### config.mk
export PLATFORM = sky130hd
export DESIGN_NAME = otsu_front
export DESIGN_NICKNAME = d
export VERILOG_FILES = /design/src/rtl/otsu_pkg.sv /design/src/rtl/otsu_front.sv
export SDC_FILE = /design/constraint.sdc
export NUM_CORES = 1
export LEC_CHECK = 0
export BUFFER_PORTS_ARGS = -buffer_cell sky130_fd_sc_hd__buf_2
export CELL_PAD_IN_SITES_DETAIL_PLACEMENT = 1
export CELL_PAD_IN_SITES_GLOBAL_PLACEMENT = 1
export CORE_MARGIN = 2
export CORE_UTILIZATION = 47
export CTS_BUF_LIST = sky130_fd_sc_hd__clkbuf_8
export DETAILED_ROUTE_END_ITERATION = 10
export PLACE_DENSITY = 0.95
export SLEW_MARGIN = 20
export SYNTH_ARGS = -nofsm -noshare
export SYNTH_HDL_FRONTEND = slang
export SYNTH_SLANG_ARGS = --single-unit
### constraint.sdc
create_clock -name clk_i -period 2.1 [get_ports clk_i]
set_input_delay 0.105 -clock clk_i [delete_from_list [all_inputs] [get_ports clk_i]]
set_output_delay 0.105 -clock clk_i [all_outputs]
set_load 0.02 [all_outputs]
### src/rtl/otsu_pkg.sv
// Shared types, widths and codes for the Otsu histogram threshold block.
// No dependencies; used by every module of the block.
package otsu_pkg;

  localparam int unsigned PIX_W   = 8;
  localparam int unsigned NBINS   = 256;
  localparam int unsigned BIN_W   = 21;
  localparam int unsigned CNT_W   = BIN_W + PIX_W;
  localparam int unsigned SUM_W   = CNT_W + PIX_W;
  localparam int unsigned N_W     = CNT_W + SUM_W;
  localparam int unsigned NUM_W   = 2 * N_W;
  localparam int unsigned DEN_W   = 2 * CNT_W;
  localparam int unsigned MA_W    = NUM_W;
  localparam int unsigned MB_W    = N_W;
  localparam int unsigned MP_W    = MA_W + MB_W;
  localparam int unsigned Q_DEPTH = 2;
  localparam int unsigned QPTR_W  = $clog2(Q_DEPTH);
  localparam int unsigned QCNT_W  = $clog2(Q_DEPTH + 1);

  localparam logic [BIN_W-1:0] BIN_MAX = {BIN_W{1'b1}};
  localparam logic [PIX_W-1:0] START_T = 8'd128;
  localparam logic [PIX_W-1:0] PIX_HI  = 8'd255;
  localparam logic [PIX_W-1:0] PIX_LO  = 8'd0;
  localparam logic [PIX_W-1:0] T_LAST  = 8'd255;

  localparam logic CMD_ACC = 1'b0;
  localparam logic CMD_BIN = 1'b1;

  typedef struct packed {
    logic             command;
    logic [PIX_W-1:0] pixel;
    logic             last;
  } item_t;

  typedef struct packed {
    logic            start;
    logic [MA_W-1:0] a;
    logic [MB_W-1:0] b;
  } mul_req_t;

  typedef struct packed {
    logic            busy;
    logic            done;
    logic [MP_W-1:0] p;
  } mul_rsp_t;

endpackage

### src/rtl/otsu_front.sv
// Input side: accepts command transfers and queues them for the back end.
// Depends on otsu_pkg.
module otsu_front (
  input  logic             clk_i,
  input  logic             rst_ni,
  input  logic             start,
  input  logic             command_i,
  input  logic [7:0]       pixel_i,
  input  logic             last_i,
  output logic             busy,
  output otsu_pkg::item_t  item_o,
  output logic             item_valid_o,
  input  logic             pop_i
);

  otsu_pkg::item_t q_q [otsu_pkg::Q_DEPTH];
  logic [otsu_pkg::QPTR_W-1:0] wr_ptr_q, wr_ptr_d, rd_ptr_q, rd_ptr_d;
  logic [otsu_pkg::QCNT_W-1:0] cnt_q, cnt_d;
  logic push, pop;

  assign busy         = (cnt_q == otsu_pkg::QCNT_W'(otsu_pkg::Q_DEPTH));
  assign push         = start && !busy;
  assign item_valid_o = (cnt_q != '0);
  assign pop          = pop_i && item_valid_o;
  assign item_o       = q_q[rd_ptr_q];

  always_comb begin
    wr_ptr_d = push ? wr_ptr_q + 1'b1 : wr_ptr_q;
    rd_ptr_d = pop ? rd_ptr_q + 1'b1 : rd_ptr_q;
    cnt_d    = cnt_q;
    if (push && !pop) begin
      cnt_d = cnt_q + 1'b1;
    end else if (pop && !push) begin
      cnt_d = cnt_q - 1'b1;
    end
  end

  always_ff @(posedge clk_i or negedge rst_ni) begin
    if (!rst_ni) begin
      wr_ptr_q <= '0;
      rd_ptr_q <= '0;
      cnt_q    <= '0;
    end else begin
      wr_ptr_q <= wr_ptr_d;
      rd_ptr_q <= rd_ptr_d;
      cnt_q    <= cnt_d;
    end
  end

  always_ff @(posedge clk_i) begin
    if (push) begin
      q_q[wr_ptr_q] <= '{command: command_i, pixel: pixel_i, last: last_i};
    end
  end

endmodule

Word level (Yosys, flattened, before mapping):

Memories as Yosys holds them, arrays and structs flattened.
Cells that the tools add are included.

* word-level logic and storage cells: 22
* memories: 1
* input port bits: 14
* RAM bits: 20
* flip-flop bits (word level): 4

Memories
* q_q: depth 2, width 10, rd ports 1, clocked after Yosys merged registers in 0, write ports 1, line otsu_front.sv:16 `otsu_pkg::item_t q_q [otsu_pkg::Q_DEPTH];`

* muxes and demuxes: 4
* reduce and logical (&&, ||, !) cells: 9
* add/sub/neg operators: 4
* equal/unequal tests: 1

Operators by type and width (number)
* logical AND 1 bit: 4
* 2-to-1 mux 2 bit: 2
* nonzero test 2 bit: 2
* logical NOT 1 bit: 3
* adder 1 bit (second input constant): 2
* adder 2 x 1 -> 2 bit (second input constant): 1
* == test 2 bit (second input constant): 1
* 2-to-1 mux 1 bit: 2
* subtractor 2 x 1 -> 2 bit (second input constant): 1

Logic depth before layout (Yosys ltp):

Gate-level depths: netlist of the first run.

* depth after elaboration: 7
* gate-level depth with buffers: 7

Worst setup path before layout of the first run:

No wires, ideal clock.

* path kind: register to register
* from: register cnt_q[0] (netlist name)
* to: memory q_q[0][0] (netlist name) (enable)
* data arrival time: 1.069 ns
* stages on the path, launching flop included: 4
* path slack: 0.655 ns
* path buffers: 0
* path through: dfrtp_1 -> nand2b_1 -> nand2_2 -> nor2_1

* cells in the longest elaborated chain, start to end: 5

Ends and longest elaborated chain
* from (decl): line otsu_front.sv:18 `logic [otsu_pkg::QCNT_W-1:0] cnt_q, cnt_d;`
* from (signal assigned): line otsu_front.sv:46 `cnt_q <= cnt_d;`
* == test 2 bit: line otsu_front.sv:21 `assign busy = (cnt_q == otsu_pkg::QCNT_W'(otsu_pkg::Q_DEPTH));`
* logical NOT 1 bit: line otsu_front.sv:22 `assign push = start && !busy;`
* logical AND 1 bit: line otsu_front.sv:22
* 2-to-1 mux 1 bit: line otsu_front.sv:51 `if (push) begin`
* 2-to-1 mux 1 bit (implied by the code): line otsu_front.sv:52 `q_q[wr_ptr_q] <= '{command: command_i, pixel: pixel_i, last: last_i};`
* to (decl): line otsu_front.sv:16

Every way passes these cells.

==> metrics.md, run 1 <==
| Metric | Value |
|---|---|
| IO buf count | 25 |
| RD Place Congestion | 0.6799 |
| DR WL met3 | 80 µm |
| Largest net degree at the start of global routing | 15 |
| Post-CTS resize count | 0 |
| P_leak | 0.0005169 µW |
| Final max-slew violation count | 0 |
| Critical Path RT | 2.00 ns |
| Syn Nets | 65 |
| Vias in the first global route | 564 |
| Post-synthesis cell count | 50 |
| Final Setup Violations | 0 |
| Final hold violations | 0 |
| Clock-pin slew on the worst setup and hold paths | 0.08 ns |
| DR iter-0 viols | 2 |
| Row count | 16 |
| Rel. slew slack | 59.50% |
| Die Y | 49.39 µm |
| # hold bufs at CTS | 1 |
| Initial antenna violation count | 0 |
| RSZ-0062 raised after global routing | false |
| Power, Total | 1809 µW |
| Synthesized area | 968.4 µm² |
| CP max FO | 11 |
| Max Buffers Root-to-Sink | 2 |
| Final Util | 61.42% |
| Routed met2 length | 865 µm |
| # IOs | 26 |
| Max-cap violation count | 0 |
| Routed WL | 1627 µm |
| Min cycle time layout | 1.668 ns |
| Clk_skew | 0.002485 ns |
| DRC | 0 |
| Worst skew pair latency | 0.26 ns |
| Slew @ Worst Pin | 0.6074 ns |
| Crit path launch type | register |
| Post-route ant nets | 0 |
| Status | completed |
| Length of routed wiring on met1 | 669 µm |
| Fin crit share | 79.45% |
| Seq/Total Area, Yosys | 72.35% |
| Hpwl dp | 1237 µm |
| Setup_tns | 0 ns |
| Core Box Area | 1962 µm² |
| Clock Sinks | 24 |
| Fraction of layout cells with a size suffix above 1 | 53.75% |
| Root buf cell | clkbuf_8 |
| Post-CTS setup buffer count | 0 |
| FMAX | 599.4 MHz |
| # diodes | 0 |
| Peak supply drop | 951.8 µV |
| Mapped Avg Cell Area | 19.37 µm² |
| Grt total ovfl | 0 |
| Worst hold path type | in -> reg |
| Global-route wire length before repair | 2628 µm |
| First drt pass iteration count | 2 |
| Drt via density | 4.664 |
| H-Tree Depth | 1 |
| Most frequent cells in the layout | buf_2 (25), edfxtp_1 (20), mux2_4 (9), dfrtp_1 (4) |
| Most common cell after layout, fill and taps aside | buf_2 |
| Post-synthesis cell type count | 15 |
| Num CTS Buffers | 3 |
| Chip width | 49.39 µm |
| TritonCTS clock tree | built |
| Worst setup EP type | primary output |
| Via Count | 499 |
| WL per Instance | 15.21 µm |
| CP Class | reg -> out |
| Die area | 2439 µm² |
| Filler instances | 196 |
| Area grow syn2layout | 24.42% |
| Critical path arrival | 1.56 ns |
| Total track usage | 15.39% |
| Nets | 96 |
| YS warnings | 0 |
| Starting Density | 49.36% |
| Final hold slack | 0.03123 ns |
| Top Metal Used | met4 |
| Flops & latches, synth | 24 |
| Cell Pwr Density | 1501 nW/µm² |
-- path summary, 6_finish.rpt --
path | depth (start not counted) | endpoint | slack (ns) | startpoint
max in group asynchronous | 2 | cnt_q[1]$_DFFE_PN0P_ | 1.81 | rst_ni
worst max-delay path | 2 | item_o[6] | 0.43 | rd_ptr_q$_DFFE_PN0P_
min in group asynchronous | 2 | rd_ptr_q$_DFFE_PN0P_ | 0.16 | rst_ni
worst max register to register | 6 | cnt_q[1]$_DFFE_PN0P_ | 0.58 | cnt_q[0]$_DFFE_PN0P_
worst min-delay path | 1 | q_q[1][7]$_DFFE_PP_ | 0.03 | pixel_i[6]
worst min register to register | 1 | wr_ptr_q$_DFFE_PN0P_ | 0.51 | wr_ptr_q$_DFFE_PN0P_
-- cell usage after synthesis (all sizes together) --
| library cell | n | area (µm²) |
|---|---|---|
| xnor2 | 3 | 26.28 |
| and3 | 1 | 6.260 |
| nand2 | 2 | 17.52 |
| dfrtp | 4 | 100.1 |
| buf | 1 | 11.26 |
| nand2b | 1 | 6.260 |
| xor2 | 2 | 17.52 |
| inv | 2 | 7.510 |
| ha | 1 | 12.51 |
| edfxtp | 20 | 600.6 |
| nor2 | 2 | 7.510 |
| or2 | 1 | 8.760 |
| mux2 | 10 | 146.4 |
-- sequential cells by signal, summed over array words and instances, names as in the netlist --
register	count
cnt_q	2
wr_ptr_q	1
q_q	20
rd_ptr_q	1
-- routing by layer --
layer / track usage (%) / up-vias
li1: - / 241
met1: 17.70 / 241
met2: 27.03 / 15
met3: 4.601 / 2
met4: 5.556 / 0
met5: 0 / -
-- final cells by class --
cell class	count	area (µm²)	share of cell area (%)
repair buffers	27	142.6	11.84
multi-input cells	23	249.0	20.66
inverters	2	7.507	0.6231
well taps	27	33.78	2.804
flip-flops and latches	24	700.7	58.15
clock buffers	3	41.29	3.427
clock inverters	1	30.03	2.492
-- worst max-delay path, stage by stage, from the launching register on --
cell,delay (ns)
dfrtp_1,0.74
mux2_2,0.41
buf_2,0.16
-- cells by family after synthesis --
| family | synth area share (%) |
|---|---|
| multiplexers | 15.12 |
| AND/OR/NAND/NOR | 4.782 |
| XOR/XNOR | 4.523 |
| buffers and inverters | 1.938 |
| adder cells (fa/ha/maj) | 1.292 |
| flip-flops | 72.35 |
-- power by group --
part	leakage [µW]	switching [µW]	total, µW	internal, µW
logic	0.000249	328	644	315
registers	0.000232	108	771	663
clock network	0.0000357	140	394	254
total	0.000517	576	1810	1230
-- metrics by stage --
stage | area [µm²] | setup slack (ns) | std cells
after floorplan | 968.4 | 0.6547 | 50
after global placement | 1124 | 0.7183 | 102
after detailed placement | 1124 | 0.5773 | 102
after CTS | 1205 | 0.3978 | 107
after global routing | 1205 | 0.3330 | 107
final | 1205 | 0.4316 | 107
Power figures use the tool's default switching activity.
==> inputs of run 2 (changes only) <==
CORE_UTILIZATION = 40   (was 47)
PLACE_DENSITY = 0.88   (was 0.95)
clock period = 1.5 ns   (was 2.1 ns; I/O delays follow)
==> run 2 against run 1 <==
Against the previous run:
- the run now ends with negative setup slack left
- setup slack got worse by 0.44 ns
- critical path depth increased by 4
- non-clock buffer count increased by 8
- clock skew decreased by 0.0015 ns
- count of clock-buffer cells in the layout unchanged
- critical endpoint is now cnt_q[1]$_DFFE_PN0P_
- largest cell class unchanged
==> metrics.md, run 2 (same netlist as run 1, synthesis figures left out) <==
| Metric | Value |
|---|---|
| Die area | 2831 µm² |
| Core Box Area | 2255 µm² |
| Critical Path RT | 1.64 ns |
| Via Count | 530 |
| Clk_skew | 0.0009826 ns |
| Fraction of layout cells with a size suffix above 1 | 60.23% |
| Chip width | 53.21 µm |
| RD Place Congestion | 0.6652 |
| Min setup slack post-route | -0.004749 ns |
| Hold path startpoint | pixel_i[3] |
| Most common cell after layout, fill and taps aside | buf_2 |
| Violated checks | negative setup slack |
| Routed WL | 1647 µm |
| Fin crit share | 100.3% |
| Clock-pin slew on the worst setup and hold paths | 0.08 ns |
| Sw Share | 33.22% |
| Min cycle time layout | 1.505 ns |
| Max-cap violation count | 0 |
| Rel. slew slack | 86.20% |
| Met1 Usage GRT | 13.27% |
| Final hold slack | 0.007566 ns |
| Worst setup EP type | register |
| Cell Pwr Density | 2017 nW/µm² |
| Top delay family on crit path | simple AND/OR/NAND/NOR gates |
| IO buf count | 25 |
| Critical R2R Launch | cnt_q[0]$_DFFE_PN0P_ |
| Nets | 104 |
| Net switching power | 853.6 µW |
| M2 GR Usage | 25.10% |
| Root buf cell | clkbuf_8 |
| DR iter-0 viols | 2 |
| Critical Path Max Stage Delay | 0.42 ns |
| Drt via density | 4.569 |
| FMAX | 664.6 MHz |
| Grt total ovfl | 0 |
| Starting Density | 42.95% |
| Worst path bufs/invs | 0 |
| Final max-slew violation count | 0 |
| GR Util met3 | 3.672% |
| Status | finished with violations |
| Max Buffers Root-to-Sink | 2 |
| Clock Sinks | 24 |
| CP dominant cell by count | xor2_1 |
| Biggest regs | q_q (20), cnt_q (2) |
| Largest reg by FF count | q_q |
| Largest net degree at the start of global routing | 14 |
| Filler instances | 231 |
| CP max FO | 4 |
| Vias in the first global route | 538 |
| CP max-delay cell | dfrtp_1 |
| Worst hold path type | in -> reg |
| Setup_tns | -0.004749 ns |
| Power, Total | 2569 µW |
| Worst skew pair latency | 0.25 ns |
| Logic pwr share | 46.2% |
| Critical Path Source | cnt_q[0]$_DFFE_PN0P_ |
| Crit path launch type | register |
| Num CTS Buffers | 3 |
| Clock power share | 14.1% |
| Row count | 17 |
| Pint | 1716 µW |
| Most used routing layer | met2 |
| WL per Instance | 14.20 µm |
| TritonCTS clock tree | built |
| Critical path arrival | 1.64 ns |
| # IOs | 26 |
| Worst path cell trace | or2_4, nand2_4, ha_2, xor2_1, nor2_2, xor2_1 |
| Final Setup Violations | 1 |
| # diodes | 0 |
| Hpwl dp | 1183 µm |
| Worst slack, placed | -0.01124 ns |
| H-Tree Depth | 1 |
| Most frequent cells in the layout | buf_2 (25), edfxtp_1 (20), mux2_4 (9), buf_4 (7) |
| Die Y | 53.21 µm |
| DRC | 0 |
| Total track usage | 12.66% |
| P_leak | 0.0005537 µW |
| Global-route wire length before repair | 2456 µm |
| Slew @ Worst Pin | 0.2062 ns |
| Largest register FFs | 20 |
| CP Class | reg -> reg |
| Final hold violations | 0 |
| Area grow syn2layout | 31.52% |
| Initial antenna violation count | 0 |
| Share of power burned in registers | 39.7% |
| First drt pass iteration count | 2 |
| Post-route ant nets | 0 |
| Peak supply drop | 1007 µV |
run 2: area by class of cell:
cell class	count	area (µm²)	share of cell area, %
multi-input cells	23	266.5	20.92
clock buffers	3	41.29	3.242
inverters	2	7.507	0.5894
repair buffers	35	217.7	17.09
well taps	28	35.03	2.750
clock inverters	1	3.754	0.2947
flip-flops and latches	24	701.9	55.11
run 2: final timing paths:
path / end / slack [ns] / depth (start not counted)
setup / recovery: cnt_q[1]$_DFFE_PN0P_ / -0.005 / 6
hold / removal: q_q[1][4]$_DFFE_PP_ / 0.008 / 1
setup reg to reg: cnt_q[1]$_DFFE_PN0P_ / -0.005 / 6
hold reg to reg: wr_ptr_q$_DFFE_PN0P_ / 0.54 / 1
max in group asynchronous: cnt_q[1]$_DFFE_PN0P_ / 1.23 / 2
min in group asynchronous: cnt_q[0]$_DFFE_PN0P_ / 0.14 / 2
run 2: through the flow:
| stage | std cells | utilization, % | instance area, µm² |
|---|---|---|---|
| after floorplan | 50 | - | 968.4 |
| after global placement | 105 | 51.11 | 1152 |
| after detailed placement | 105 | 51.11 | 1152 |
| after CTS | 111 | 53.88 | 1215 |
| after global routing | 116 | 56.49 | 1274 |
| final | 116 | 56.49 | 1274 |
run 2: layer usage:
layer	wire length [µm]	part of all wire, %
met5	0	0
met4	8	0.49
met3	103	6.3
met2	945	57
met1	591	36
run 2: what timing repair did:
| item | CTS | global route |
|---|---|---|
| pin swaps | 0 | 5 |
| hold buffers | 1 | 1 |
| setup buffers | 1 | 4 |
| hold endpoints to repair | 4 | 2 |
| endpoints found under the setup margin | 1 | 1 |
| gates resized for setup | 0 | 5 |
run 2: power groups by stage:
| stage | combinational (µW) | clock (µW) | sequential, µW |
|---|---|---|---|
| 4_1_cts | 1070 | 368 | 1020 |
| 5_1_grt | 1280 | 389 | 1040 |
| 3_5_place_dp | 1050 | 0 | 1040 |
| 6_report | 1190 | 362 | 1020 |
| 3_3_place_gp | 1000 | 0 | 1020 |
| 2_1_floorplan | 754 | 0 | 1010 |
